<file path="config.mk">
export PLATFORM = sky130hd
export DESIGN_NAME = matrix_max_row_col_sum_flat
export DESIGN_NICKNAME = d
export VERILOG_FILES = /design/src/hw/rtl/mrcs_pkg.sv /design/src/hw/rtl/mrcs_elem_if.sv /design/src/hw/rtl/mrcs_res_if.sv /design/src/hw/rtl/mrcs_colmem.sv /design/src/hw/rtl/mrcs_best.sv /design/src/hw/rtl/matrix_max_row_col_sum.sv /design/src/flat_wrapper.sv
export SDC_FILE = /design/constraint.sdc
export NUM_CORES = 1
export LEC_CHECK = 0
export BUFFER_PORTS_ARGS = -buffer_cell sky130_fd_sc_hd__buf_2
export CAP_MARGIN = 20
export CORE_ASPECT_RATIO = 1.2
export CORE_UTILIZATION = 65
export CTS_BUF_LIST = sky130_fd_sc_hd__clkbuf_2
export CTS_CLUSTER_SIZE = 28
export DETAILED_ROUTE_END_ITERATION = 8
export PLACE_DENSITY = 0.83
export SETUP_SLACK_MARGIN = 0.4
export SLEW_MARGIN = 10
export SYNTH_ARGS = -nofsm -noshare
export SYNTH_HDL_FRONTEND = slang
export SYNTH_SLANG_ARGS = --single-unit
</file>
<file path="constraint.sdc">
create_clock -name i_clk -period 9.2 [get_ports i_clk]
set_input_delay 1.38 -clock i_clk [delete_from_list [all_inputs] [get_ports i_clk]]
set_output_delay 1.38 -clock i_clk [all_outputs]
set_load 0.01 [all_outputs]
</file>
<file path="src/hw/rtl/mrcs_pkg.sv">
// Shared constants and types for the matrix row/column sum argmax block.
// No dependencies; mrcs_res_if, mrcs_best, matrix_max_row_col_sum and mrcs_checker use this package.
package mrcs_pkg;

    // Default sizes handed to the top level's parameters.
    localparam int MAX_DIM_DEF    = 16;
    localparam int ELEM_WIDTH_DEF = 16;

    // Configuration port.
    localparam int CFG_W     = 5;
    localparam int CFG_IDX_W = 2;

    localparam logic [CFG_IDX_W-1:0] CFG_NUM_ROWS = 2'd0;
    localparam logic [CFG_IDX_W-1:0] CFG_NUM_COLS = 2'd1;

    localparam logic [CFG_W-1:0] CFG_DIM_RESET = 5'd16;

    // Widths of the result word fields.
    localparam int IDX_OUT_W = 4;
    localparam int SUM_OUT_W = 20;

    // Position flags of one element within the matrix.
    typedef struct packed {
        logic first_row;
        logic first_col;
        logic last_row;
        logic last_col;
    } t_pos_flags;

endpackage

</file>
<file path="src/hw/rtl/mrcs_elem_if.sv">
// Valid/ready channel carrying one matrix element per word.
// Depends on nothing; the element width is a parameter.
interface mrcs_elem_if #(
    parameter int ELEM_WIDTH = 16
);
    logic                         valid;
    logic                         ready;
    logic signed [ELEM_WIDTH-1:0] elem_value;

    modport source (output valid, output elem_value, input ready);
    modport sink   (input valid, input elem_value, output ready);
endinterface

</file>
<file path="src/hw/rtl/mrcs_res_if.sv">
// Valid/ready channel carrying one argmax result word.
// Depends on mrcs_pkg for the field widths.
interface mrcs_res_if;
    logic                                   valid;
    logic                                   ready;
    logic        [mrcs_pkg::IDX_OUT_W-1:0]  best_row_index;
    logic signed [mrcs_pkg::SUM_OUT_W-1:0]  best_row_sum;
    logic        [mrcs_pkg::IDX_OUT_W-1:0]  best_col_index;
    logic signed [mrcs_pkg::SUM_OUT_W-1:0]  best_col_sum;

    modport source (output valid, output best_row_index, output best_row_sum,
                    output best_col_index, output best_col_sum, input ready);
    modport sink   (input valid, input best_row_index, input best_row_sum,
                    input best_col_index, input best_col_sum, output ready);
endinterface

</file>
<file path="src/hw/rtl/mrcs_colmem.sv">
// Column sum memory: one write port, one read port with registered data.
// A write to the entry being read at the same edge is bypassed to the read data.
// Depends on nothing.
module mrcs_colmem #(
    parameter int DEPTH = 16,
    parameter int WIDTH = 20,
    parameter int AW    = 4
) (
    input  logic                    i_clk,
    input  logic                    i_rd_en,
    input  logic [AW-1:0]           i_rd_addr,
    input  logic                    i_wr_en,
    input  logic [AW-1:0]           i_wr_addr,
    input  logic signed [WIDTH-1:0] i_wr_data,
    output logic signed [WIDTH-1:0] o_rd_data
);

    logic signed [WIDTH-1:0] r_mem [DEPTH];
    logic signed [WIDTH-1:0] r_rd_q;
    logic signed [WIDTH-1:0] r_byp_data;
    logic                    r_byp;

    // Write port.
    always_ff @(posedge i_clk) begin
        if (i_wr_en) begin
            r_mem[i_wr_addr] <= i_wr_data;
        end
    end

    // Read port, catching a write to the same entry at the same edge.
    always_ff @(posedge i_clk) begin
        if (i_rd_en) begin
            r_rd_q     <= r_mem[i_rd_addr];
            r_byp      <= i_wr_en && (i_wr_addr == i_rd_addr);
            r_byp_data <= i_wr_data;
        end
    end

    assign o_rd_data = r_byp ? r_byp_data : r_rd_q;

endmodule

</file>
<file path="src/hw/rtl/mrcs_best.sv">
// Row accumulator, best row and column tracking, and the result word register.
// Depends on mrcs_pkg for the flag struct and result field widths.
module mrcs_best #(
    parameter int ELEM_WIDTH = 16,
    parameter int SUM_W      = 20,
    parameter int IDX_W      = 4
) (
    input  logic                                   i_clk,
    input  logic                                   i_rst_n,
    input  logic                                   i_en,
    input  mrcs_pkg::t_pos_flags                   i_flags,
    input  logic        [IDX_W-1:0]                i_row,
    input  logic        [IDX_W-1:0]                i_col,
    input  logic signed [ELEM_WIDTH-1:0]           i_elem,
    input  logic signed [SUM_W-1:0]                i_col_prev,
    output logic signed [SUM_W-1:0]                o_col_sum,
    input  logic                                   i_out_ready,
    output logic                                   o_out_valid,
    output logic        [mrcs_pkg::IDX_OUT_W-1:0]  o_row_index,
    output logic signed [mrcs_pkg::SUM_OUT_W-1:0]  o_row_sum,
    output logic        [mrcs_pkg::IDX_OUT_W-1:0]  o_col_index,
    output logic signed [mrcs_pkg::SUM_OUT_W-1:0]  o_col_best
);

    logic signed [SUM_W-1:0] w_elem;
    logic signed [SUM_W-1:0] w_row_sum;
    logic signed [SUM_W-1:0] r_row_acc;
    logic signed [SUM_W-1:0] r_top_row_sum;
    logic signed [SUM_W-1:0] n_top_row_sum;
    logic        [IDX_W-1:0] r_top_row_idx;
    logic        [IDX_W-1:0] n_top_row_idx;
    logic signed [SUM_W-1:0] r_top_col_sum;
    logic signed [SUM_W-1:0] n_top_col_sum;
    logic        [IDX_W-1:0] r_top_col_idx;
    logic        [IDX_W-1:0] n_top_col_idx;
    logic                    r_out_valid;

    // New column and row sums; the first row and first column start afresh.
    assign w_elem    = SUM_W'(i_elem);
    assign o_col_sum = (i_flags.first_row ? '0 : i_col_prev) + w_elem;
    assign w_row_sum = (i_flags.first_col ? '0 : r_row_acc) + w_elem;

    // Best candidates: the first always wins, later ones only when strictly larger.
    always_comb begin
        n_top_row_sum = r_top_row_sum;
        n_top_row_idx = r_top_row_idx;
        n_top_col_sum = r_top_col_sum;
        n_top_col_idx = r_top_col_idx;
        if (i_flags.last_col && (i_flags.first_row || (w_row_sum > r_top_row_sum))) begin
            n_top_row_sum = w_row_sum;
            n_top_row_idx = i_row;
        end
        if (i_flags.last_row && (i_flags.first_col || (o_col_sum > r_top_col_sum))) begin
            n_top_col_sum = o_col_sum;
            n_top_col_idx = i_col;
        end
    end

    // Tracking registers advance with each element that leaves the read stage.
    always_ff @(posedge i_clk) begin
        if (i_en) begin
            r_row_acc     <= w_row_sum;
            r_top_row_sum <= n_top_row_sum;
            r_top_row_idx <= n_top_row_idx;
            r_top_col_sum <= n_top_col_sum;
            r_top_col_idx <= n_top_col_idx;
        end
    end

    // Result word register, loaded by the last element of the matrix.
    always_ff @(posedge i_clk) begin
        if (!i_rst_n) begin
            r_out_valid <= 1'b0;
        end else if (i_en && i_flags.last_row && i_flags.last_col) begin
            r_out_valid <= 1'b1;
        end else if (i_out_ready) begin
            r_out_valid <= 1'b0;
        end
    end

    always_ff @(posedge i_clk) begin
        if (i_en && i_flags.last_row && i_flags.last_col) begin
            o_row_index <= mrcs_pkg::IDX_OUT_W'(n_top_row_idx);
            o_row_sum   <= mrcs_pkg::SUM_OUT_W'(n_top_row_sum);
            o_col_index <= mrcs_pkg::IDX_OUT_W'(n_top_col_idx);
            o_col_best  <= mrcs_pkg::SUM_OUT_W'(n_top_col_sum);
        end
    end

    assign o_out_valid = r_out_valid;

endmodule

</file>
<file path="src/hw/rtl/matrix_max_row_col_sum.sv">
// Streams a matrix in row-major order, one element word per clock, and returns one result word
// per matrix holding the index and sum of the largest row and the largest column (lowest index
// on ties). The column sums live in a single memory with a registered read: an element reads its
// column's entry when accepted, then adds, compares and writes it back from the read stage
// register, with a bypass when consecutive elements share a column. Throughput is one element
// per cycle while the input is not stalled; the result word is loaded as the last element leaves
// the read stage and is held in an output register, so input only stalls when a finished result
// waits and the next result is ready. Dimensions of 0 act as 1 and values above MAX_DIM as
// MAX_DIM; a write to either size register starts a new matrix, while a write to an unused index
// is ignored. The memory needs no clearing pass after reset.
module matrix_max_row_col_sum #(
    parameter int MAX_DIM    = mrcs_pkg::MAX_DIM_DEF,
    parameter int ELEM_WIDTH = mrcs_pkg::ELEM_WIDTH_DEF
) (
    input  logic                              i_clk,
    input  logic                              i_rst_n,
    input  logic                              i_cfg_we,
    input  logic [mrcs_pkg::CFG_IDX_W-1:0]    i_cfg_idx,
    input  logic [mrcs_pkg::CFG_W-1:0]        i_cfg_data,
    mrcs_elem_if.sink                         i_elem,
    mrcs_res_if.source                        o_res
);

    localparam int IDX_W   = (MAX_DIM > 1) ? $clog2(MAX_DIM) : 1;
    localparam int SUM_W   = ELEM_WIDTH + $clog2(MAX_DIM);
    localparam int DIM_CAP = (MAX_DIM < 31) ? MAX_DIM : 31;

    logic [mrcs_pkg::CFG_W-1:0] r_num_rows;
    logic [mrcs_pkg::CFG_W-1:0] r_num_cols;
    logic [mrcs_pkg::CFG_W-1:0] w_rows;
    logic [mrcs_pkg::CFG_W-1:0] w_cols;
    logic [IDX_W-1:0]           r_col;
    logic [IDX_W-1:0]           r_row;
    mrcs_pkg::t_pos_flags       w_flags;
    logic                       w_accept;
    logic                       w_advance;
    logic                       w_cfg_hit;

    logic                         r_s1_valid;
    mrcs_pkg::t_pos_flags         r_s1_flags;
    logic [IDX_W-1:0]             r_s1_row;
    logic [IDX_W-1:0]             r_s1_col;
    logic signed [ELEM_WIDTH-1:0] r_s1_elem;

    logic signed [SUM_W-1:0] w_col_prev;
    logic signed [SUM_W-1:0] w_col_sum;
    logic                    w_out_valid;

    // Effective dimensions after clamping.
    assign w_rows = (r_num_rows == '0) ? mrcs_pkg::CFG_W'(1) :
                    (32'(r_num_rows) > DIM_CAP) ? mrcs_pkg::CFG_W'(DIM_CAP) : r_num_rows;
    assign w_cols = (r_num_cols == '0) ? mrcs_pkg::CFG_W'(1) :
                    (32'(r_num_cols) > DIM_CAP) ? mrcs_pkg::CFG_W'(DIM_CAP) : r_num_cols;

    // Position of the element at the input.
    assign w_flags.first_row = (r_row == '0);
    assign w_flags.first_col = (r_col == '0);
    assign w_flags.last_row  = ((32'(r_row) + 32'd1) == 32'(w_rows));
    assign w_flags.last_col  = ((32'(r_col) + 32'd1) == 32'(w_cols));

    // The pipeline holds only when a finished matrix cannot enter a full output register.
    assign w_advance = !(r_s1_valid && r_s1_flags.last_row && r_s1_flags.last_col &&
                         w_out_valid && !o_res.ready);
    assign i_elem.ready = w_advance;
    assign w_accept     = i_elem.valid && w_advance;
    assign w_cfg_hit    = i_cfg_we && ((i_cfg_idx == mrcs_pkg::CFG_NUM_ROWS) ||
                                       (i_cfg_idx == mrcs_pkg::CFG_NUM_COLS));

    // Configuration registers.
    always_ff @(posedge i_clk) begin
        if (!i_rst_n) begin
            r_num_rows <= mrcs_pkg::CFG_DIM_RESET;
            r_num_cols <= mrcs_pkg::CFG_DIM_RESET;
        end else if (i_cfg_we) begin
            case (i_cfg_idx)
                mrcs_pkg::CFG_NUM_ROWS: r_num_rows <= i_cfg_data;
                mrcs_pkg::CFG_NUM_COLS: r_num_cols <= i_cfg_data;
                default: ;
            endcase
        end
    end

    // Row and column counters; a configuration write restarts the matrix.
    always_ff @(posedge i_clk) begin
        if (!i_rst_n || w_cfg_hit) begin
            r_col <= '0;
            r_row <= '0;
        end else if (w_accept) begin
            if (w_flags.last_col) begin
                r_col <= '0;
                r_row <= w_flags.last_row ? '0 : r_row + 1'b1;
            end else begin
                r_col <= r_col + 1'b1;
            end
        end
    end

    // Read stage register: the element waits here for its column sum.
    always_ff @(posedge i_clk) begin
        if (!i_rst_n) begin
            r_s1_valid <= 1'b0;
        end else if (w_advance) begin
            r_s1_valid <= w_accept;
        end
    end

    always_ff @(posedge i_clk) begin
        if (w_accept) begin
            r_s1_flags <= w_flags;
            r_s1_row   <= r_row;
            r_s1_col   <= r_col;
            r_s1_elem  <= i_elem.elem_value;
        end
    end

    mrcs_colmem #(
        .DEPTH (MAX_DIM),
        .WIDTH (SUM_W),
        .AW    (IDX_W)
    ) u_colmem (
        .i_clk     (i_clk),
        .i_rd_en   (w_accept),
        .i_rd_addr (r_col),
        .i_wr_en   (r_s1_valid && w_advance),
        .i_wr_addr (r_s1_col),
        .i_wr_data (w_col_sum),
        .o_rd_data (w_col_prev)
    );

    mrcs_best #(
        .ELEM_WIDTH (ELEM_WIDTH),
        .SUM_W      (SUM_W),
        .IDX_W      (IDX_W)
    ) u_best (
        .i_clk       (i_clk),
        .i_rst_n     (i_rst_n),
        .i_en        (r_s1_valid && w_advance),
        .i_flags     (r_s1_flags),
        .i_row       (r_s1_row),
        .i_col       (r_s1_col),
        .i_elem      (r_s1_elem),
        .i_col_prev  (w_col_prev),
        .o_col_sum   (w_col_sum),
        .i_out_ready (o_res.ready),
        .o_out_valid (w_out_valid),
        .o_row_index (o_res.best_row_index),
        .o_row_sum   (o_res.best_row_sum),
        .o_col_index (o_res.best_col_index),
        .o_col_best  (o_res.best_col_sum)
    );

    assign o_res.valid = w_out_valid;

endmodule

</file>
<file path="src/flat_wrapper.sv">
// flat-port wrapper written by rule: the top's interface ports become plain ports
module matrix_max_row_col_sum_flat 
#(
    parameter int MAX_DIM    = mrcs_pkg::MAX_DIM_DEF,
    parameter int ELEM_WIDTH = mrcs_pkg::ELEM_WIDTH_DEF
)
  (i_clk, i_rst_n, i_cfg_we, i_cfg_idx, i_cfg_data, i_elem_valid, i_elem_elem_value, i_elem_ready, o_res_valid, o_res_best_row_index, o_res_best_row_sum, o_res_best_col_index, o_res_best_col_sum, o_res_ready);
  mrcs_elem_if #(.ELEM_WIDTH(ELEM_WIDTH)) i_elem_i ();
  mrcs_res_if o_res_i ();
  input  logic i_clk;
  input  logic i_rst_n;
  input  logic i_cfg_we;
  input  logic [mrcs_pkg::CFG_IDX_W-1:0] i_cfg_idx;
  input  logic [mrcs_pkg::CFG_W-1:0] i_cfg_data;
  input wire logic [$bits(i_elem_i.valid)-1:0] i_elem_valid;
  input wire logic [$bits(i_elem_i.elem_value)-1:0] i_elem_elem_value;
  output wire logic [$bits(i_elem_i.ready)-1:0] i_elem_ready;
  output wire logic [$bits(o_res_i.valid)-1:0] o_res_valid;
  output wire logic [$bits(o_res_i.best_row_index)-1:0] o_res_best_row_index;
  output wire logic [$bits(o_res_i.best_row_sum)-1:0] o_res_best_row_sum;
  output wire logic [$bits(o_res_i.best_col_index)-1:0] o_res_best_col_index;
  output wire logic [$bits(o_res_i.best_col_sum)-1:0] o_res_best_col_sum;
  input wire logic [$bits(o_res_i.ready)-1:0] o_res_ready;
  assign i_elem_i.valid = i_elem_valid;
  assign i_elem_i.elem_value = i_elem_elem_value;
  assign i_elem_ready = i_elem_i.ready;
  assign o_res_valid = o_res_i.valid;
  assign o_res_best_row_index = o_res_i.best_row_index;
  assign o_res_best_row_sum = o_res_i.best_row_sum;
  assign o_res_best_col_index = o_res_i.best_col_index;
  assign o_res_best_col_sum = o_res_i.best_col_sum;
  assign o_res_i.ready = o_res_ready;
  matrix_max_row_col_sum #(.MAX_DIM(MAX_DIM), .ELEM_WIDTH(ELEM_WIDTH)) u_core (.i_clk(i_clk), .i_rst_n(i_rst_n), .i_cfg_we(i_cfg_we), .i_cfg_idx(i_cfg_idx), .i_cfg_data(i_cfg_data), .i_elem(i_elem_i), .o_res(o_res_i));
endmodule
</file>
==> metrics.csv, run 1 <==
metric,value,unit
Die Y-Extent,207,microns
Total Routed Length,48.1,mm
DR WL/cell,23.4,microns
Buf/Inv on CP,3,
Starting Density,0.665,
setup violators final,0,
Compound-Gate Fraction of Synth Area,0.0538,
First DRT Iteration DRCs,990,
Fill cells,2141,
fmax,161,MHz
ys async rst share,0,
final setup TNS,0,ns
clock period minus final worst setup slack,6.20,ns
Slew HR,0.312,
Antenna Violating Nets Remaining,0,
sequential share of the synthesized area,0.681,
crit path cell chain,"buf_4, mux2i_1, nor2_1, ha_1, fa_1, a21o_1, a311oi_1, o211a_1, o31ai_1, nor4_1, nor3_1, buf_4, ha_1, nand4_1, or4_1, a21oi_1, a211oi_1, mux2i_1, a21o_1, buf_16, mux2_2",
H-tree depth,3,
vias post-DR,12800,
unrepaired setup endpoints after global routing,no,
layout cells sized above 1,0.288,
Worst Setup Path Type,register to register,
worst path arrival time,6.97,ns
clk_lat worst skew,1.09,ns
Num CTS Buffers,118,
XOR/XNOR share of the synthesized area,0.0161,
type of origin of the critical path,register,
Core ar.,34400,sq um
final hold vios,0,
status,completed,
utilization after layout,0.729,
full die area,35900,sq um
slowest CP cell,edfxtp_1,
clk root buf,clkbuf_2,
Pre-antenna DRT Iters,5,
Ys Warns,0,
Pwr Total,4.68,mW
adder-cell share of the synthesized area,0.0467,
Synth Instances,1328,
Yosys cell types,76,
Max Fanout on Critical Path,19,
top cell type by total area after synthesis,edfxtp_1,
Area Overhead vs Synth,9.67,%
total gr overflow,0,
input/output buffers,77,
global-route wire length before repair,74.5,mm
Mean Syn Cell Area,17.2,sq um
Final Skew,0.0905,ns
Simple-Gate Fraction of Synth Area,0.0500,
Die Width,173,microns
largest family of logic cells by synthesized area,multiplexers,
syn nets,1440,
dpl cells,1849,
pwr/cell area,187,nW/um^2
synth top area cells,"edfxtp_1 66%, mux4_2 9.9%, ha_1 4.5%",
worst hold path class,input pin to register,
Post-DP HPWL,29.5,mm
Post-Syn Area,22800,sq um
Sink Count,525,
CP endpoint kind,register,
vias in the first global route,13200,
drt drc,0,
Synth Register Bits,525,
via/cell ratio,6.21,
postcts setup bufs,0,
Pleak,8.91,nW
# IOs,78,
Clock transition at path regs,0.10,ns
Crit path largest cell delay,0.57,ns
CTS tree,yes,
Worst Tran Pin Value,1.03,ns
maxcap violations,0,
worst endpoint required time,9.97,ns
Max rail drop VDD,0.000103,V
fin cells,2058,
post-CTS sizing,0,
hold_buf cts,0,
Tot GR Track Use,0.279,
FP Rows,74,
CTS Buffer Depth,3,
post-synthesis mux area share,0.133,
Yosys top cell area share,0.664,
largest net degree at the start of global routing,69,
"EDFF count, synth",505,
Main synth FF type,edfxtp_1,
Slew Limit Fails,0,
most frequent cells in the layout,"505 x edfxtp_1, 169 x clkbuf_2, 100 x mux4_2, 82 x ha_1, 77 x buf_2",
routability cong.,0.933,
"most common cell after layout, fill and taps aside",edfxtp_1,
count of nets after finishing,1625,
post-route clock period utilization,0.674,
CP top delay family,compound AO/OA/AOI/OAI gates,
initial antenna violation count,1,
-- worst paths after layout --
kind / startpoint / end / slack [ns] / depth (start not counted)
setup reg to reg: u_core.u_colmem.r_byp / u_core.u_best.o_col_best[15] / 3.00 / 21
hold / removal: i_elem_elem_value[4] / u_core.r_s1_elem[4] / 0.47 / 1
hold reg to reg: u_core.r_num_rows[1] / u_core.r_num_rows[1] / 0.52 / 2
setup / recovery: u_core.u_colmem.r_byp / u_core.u_best.o_col_best[15] / 3.00 / 21
-- final cells by class --
class                      count  area [sq um]  area share
sequential                   525         15600       0.622
multi-input combinational    698          6980       0.279
clock buffer                 169           846      0.0338
timing repair buffer         109           646      0.0258
tap                          456           571      0.0228
inverter                      61           229     0.00914
clock inverter                39           201     0.00804
antenna                        1          2.50   0.0000999
-- logic make-up (layout without fill, tap and decap cells) --
group / Yosys count / after routing
DFF: 525 / 525
and+or+nand+nor: 224 / 224
AOI/OAI and AO/OA: 175 / 175
muxes: 173 / 173
buffers and inverters: 105 / 378
adders and majority gates: 84 / 84
xor gates and xnor gates: 42 / 42
other: 0 / 1
-- stage by stage --
| stage | hold slack, ns | area (sq um) | worst slack, ns |
|---|---|---|---|
| final | 0.472 | 25000 | 3.00 |
| after global routing | 0.431 | 25000 | 2.64 |
| after CTS | 0.390 | 25000 | 2.60 |
| after detailed placement | 0.506 | 24000 | 2.61 |
| after global placement | 0.501 | 23900 | 2.52 |
| after floorplan | 0.406 | 22800 | 3.31 |
-- synth_stat cells, types with 15 or more instances --
cell type,count
xor2_1,16
o21ai_0,27
a21oi_1,49
nor3_1,15
mux2i_1,27
mux2_1,18
dfxtp_1,20
clkbuf_1,21
nand2_1,39
nand4_1,16
a21o_1,20
inv_1,61
edfxtp_1,505
nor2b_1,32
nor2_1,68
ha_1,82
mux2_2,28
xnor2_1,26
mux4_2,100
-- metal layers --
metal,track usage,up-vias,part of all wire
met3,0.0460,125,0.067
met2,0.462,577,0.51
met4,0.145,0,0.040
li1,-,5709,-
met5,0,-,0
met1,0.359,6362,0.39
-- sequential cells by signal, indices dropped and copies added, names as in the netlist, 5 cells and up --
register / count
u_core.r_s1_elem: 16
u_core.u_best.o_row_sum: 20
u_core.u_colmem.r_mem: 320
u_core.u_colmem.r_byp_data: 20
u_core.u_best.r_row_acc: 20
u_core.u_best.o_col_best: 20
u_core.r_num_rows: 5
u_core.r_num_cols: 5
u_core.u_best.r_top_row_sum: 20
u_core.u_best.r_top_col_sum: 20
u_core.u_colmem.r_rd_q: 20
-- power by group --
group | internal [mW] | switching [mW] | total [mW]
combinational | 0.214 | 0.298 | 0.512
clock | 0.527 | 0.882 | 1.41
sequential | 2.73 | 0.0332 | 2.76
(Power assumes the default switching activity.)
==> run 2, diff against run 1 <==
- CORE_UTILIZATION: 65 -> 58
- PLACE_DENSITY: 0.83 -> 0.78
- clock period: 9.2 -> 5.5 ns (I/O delays scaled with it)
==> run 2 against run 1 <==
Clock power rose by 68%. Clock-buffer cell count fell by 2. Critical endpoint is now u_core.u_best.o_col_index[3]. Worst setup slack got worse by 2.6 ns. Utilization fell by 5.5 points. Sequential share of layout area fell by 2.6 points. Maximum frequency rose by 21%. Global-route usage fell by 2.8 points. Combinational power rose by 90%.
==> metrics.csv, run 2 (synthesis gave the netlist of run 1 again) <==
metric,value,unit,change
status,completed,,
worst path arrival time,5.98,ns,-0.99 ns
clock period minus final worst setup slack,5.14,ns,-1.07 ns
worst endpoint required time,6.34,ns,-3.63 ns
hold path endpoint,u_core.u_best.o_out_valid,,
vias post-DR,13100,,+2.3%
layout cells sized above 1,0.327,,+0.0392
pwr/cell area,305,nW/um^2,+63%
CP top delay family,compound AO/OA/AOI/OAI gates,,
Buf/Inv on CP,3,,unchanged
r2r worst-path depth,21,,unchanged
Total Routed Length,49.5,mm,+2.8%
clk root buf,clkbuf_2,,
Pleak,9.34,nW,+4.8%
CTS tree,yes,,
vias in the first global route,13200,,+0.61%
Slew Limit Fails,0,,unchanged
worst hold path class,input pin to register,,
full die area,40200,sq um,+12%
largest net degree at the start of global routing,75,,+8.7%
Slew HR,0.321,,+0.00841
Worst Tran Pin Value,1.02,ns,-0.0102 ns
slowest CP cell,or4_4,,
total gr overflow,0,,unchanged
WP depth,21,,unchanged
r2r endpoint,u_core.u_best.o_col_index[3],,
routability cong.,0.914,,-2.1%
Fill cells,2594,,+21%
Largest Register,u_core.u_colmem.r_mem,,
global-route wire length before repair,74.4,mm,-0.12%
Starting Density,0.589,,-0.0754
Max rail drop VDD,0.000157,V,+53%
r2r setup slk,0.36,ns,-2.63 ns
post-route clock period utilization,0.934,,+0.260
DR WL/cell,22.5,microns,-3.8%
FP Rows,79,,+6.8%
startpoint of the worst hold path,o_res_ready,,
Final Skew,0.0822,ns,-0.00833 ns
Crit path largest cell delay,0.58,ns,about the same
Sink Count,525,,unchanged
final hold vios,0,,unchanged
type of origin of the critical path,register,,
via/cell ratio,5.94,,-4.3%
drt drc,0,,unchanged
CTS Buffer Depth,3,,unchanged
count of nets after finishing,1697,,+4.4%
H-tree depth,3,,unchanged
Post-DP HPWL,29.4,mm,-0.31%
# IOs,78,,unchanged
Worst R2R Start,u_core.u_colmem.r_byp,,
crit path cell chain,"buf_4, mux2i_1, nor2_1, ha_2, fa_2, a21o_1, a311oi_2, o211a_4, o311ai_4, a31oi_1, xnor2_1, ha_1, nand4_1, or4_4, a21oi_2, a211oi_1, mux2i_1, a21o_1, buf_4, buf_16, mux2_2",,
setup violators final,0,,unchanged
Die Y-Extent,219,microns,+5.8%
Die Width,183,microns,+5.8%
Antenna Violating Nets Remaining,0,,unchanged
Fin Hold WS,0.126,ns,-0.346 ns
First DRT Iteration DRCs,827,,-16%
fmax,195,MHz,+21%
Core ar.,38700,sq um,+13%
Pre-antenna DRT Iters,4,,-1
Clock transition at path regs,0.13,ns,+0.03 ns
final setup TNS,0,ns,unchanged
maxcap violations,0,,unchanged
CP endpoint kind,register,,
"most common cell after layout, fill and taps aside",edfxtp_1,,
Num CTS Buffers,119,,+0.85%
Max Fanout on Critical Path,12,,-7
initial antenna violation count,1,,unchanged
unrepaired setup endpoints after global routing,yes,,
Largest register FFs,320,,unchanged
Worst Setup Path Type,register to register,,
Hold Path Stages,4,,+3
clk_lat worst skew,1.11,ns,+0.02 ns
Tot GR Track Use,0.251,,-0.0275
most frequent cells in the layout,"505 x edfxtp_1, 167 x clkbuf_2, 100 x mux4_2, 77 x buf_2, 76 x ha_1",,
input/output buffers,77,,unchanged
Area Overhead vs Synth,14.4,%,
[run 2: cell types whose count changed in the layout (fill, tap and decap cells not counted), moves of 5 or more]
| cell | change |
|---|---|
| buf_4 | +39 |
| dlygate4sd3_1 | +26 |
| a21oi_1 | -6 |
| ha_1 | -6 |
| a21oi_2 | +5 |
| ha_2 | +5 |
[run 2: worst register-to-register path: stages, from the launching register on]
cell,delay [ns]
edfxtp_1,0.42
buf_4,0.16
mux2i_1,0.15
nor2_1,0.08
ha_2,0.19
fa_2,0.35
a21o_1,0.21
a311oi_2,0.35
o211a_4,0.27
o311ai_4,0.12
a31oi_1,0.23
xnor2_1,0.13
ha_1,0.31
nand4_1,0.14
or4_4,0.58
a21oi_2,0.13
a211oi_1,0.08
mux2i_1,0.20
a21o_1,0.15
buf_4,0.13
buf_16,0.16
mux2_2,0.37
[run 2: cell type report]
cell class	instances	area, sq um	area share
sequential	525	15600	0.596
multi-input combinational	698	7310	0.280
timing repair buffer	180	1310	0.0502
clock buffer	167	836	0.0320
tap	526	658	0.0252
inverter	61	229	0.00876
clock inverter	41	209	0.00800
antenna	1	2.50	0.0000958
[run 2: worst max-delay path by stage]
| stage | from | to | slack (ns) |
|---|---|---|---|
| after floorplan | u_core.u_colmem.r_byp | u_core.u_best.o_col_best[12] | 0.44 |
| after global placement | u_core.r_s1_flags[2] | u_core.u_best.o_row_sum[9] | -0.27 |
| after detailed placement | u_core.r_s1_flags[2] | u_core.u_best.r_top_row_sum[11] | -0.49 |
| after CTS | u_core.r_s1_flags[2] | u_core.u_best.r_top_row_sum[13] | 0.40 |
| after global routing | u_core.u_colmem.r_byp | u_core.u_best.r_top_col_sum[14] | 0.18 |
| final | u_core.u_colmem.r_byp | u_core.u_best.o_col_index[3] | 0.36 |
[run 2: what timing repair did]
action,CTS,global route
endpoints found under the setup margin,96,95
pin swaps,26,31
resized for setup,28,39
endpoints found under the hold margin,28,0
setup buffers,20,18
gates cloned,1,2
hold buffers,26,0
[run 2: per-stage QoR]
step	cell area [sq um]	cells	power [mW]	util	setup slack, ns
after detailed placement	24100	1923	5.56	0.623	-0.491
after CTS	25800	2178	7.96	0.665	0.396
after floorplan	22900	1328	5.31	-	0.443
after global routing	26100	2199	8.31	0.674	0.175
final	26100	2199	7.97	0.674	0.363
after global placement	24100	1923	5.53	0.623	-0.269
[run 2: where the power goes]
| part | leakage [nW] | internal [mW] | switching [mW] | total [mW] |
|---|---|---|---|---|
| Clock | 0.796 | 0.875 | 1.49 | 2.37 |
| Sequential | 4.80 | 4.56 | 0.0647 | 4.63 |
| Combinational | 3.75 | 0.437 | 0.534 | 0.971 |
[run 2: per-layer routing]
| layer | share of wire | vias to the layer above | GRT usage |
|---|---|---|---|
| met4 | 0.036 | 0 | 0.109 |
| met5 | 0 | - | 0 |
| met3 | 0.057 | 115 | 0.0420 |
| li1 | - | 5865 | - |
| met1 | 0.38 | 6618 | 0.307 |
| met2 | 0.53 | 469 | 0.442 |
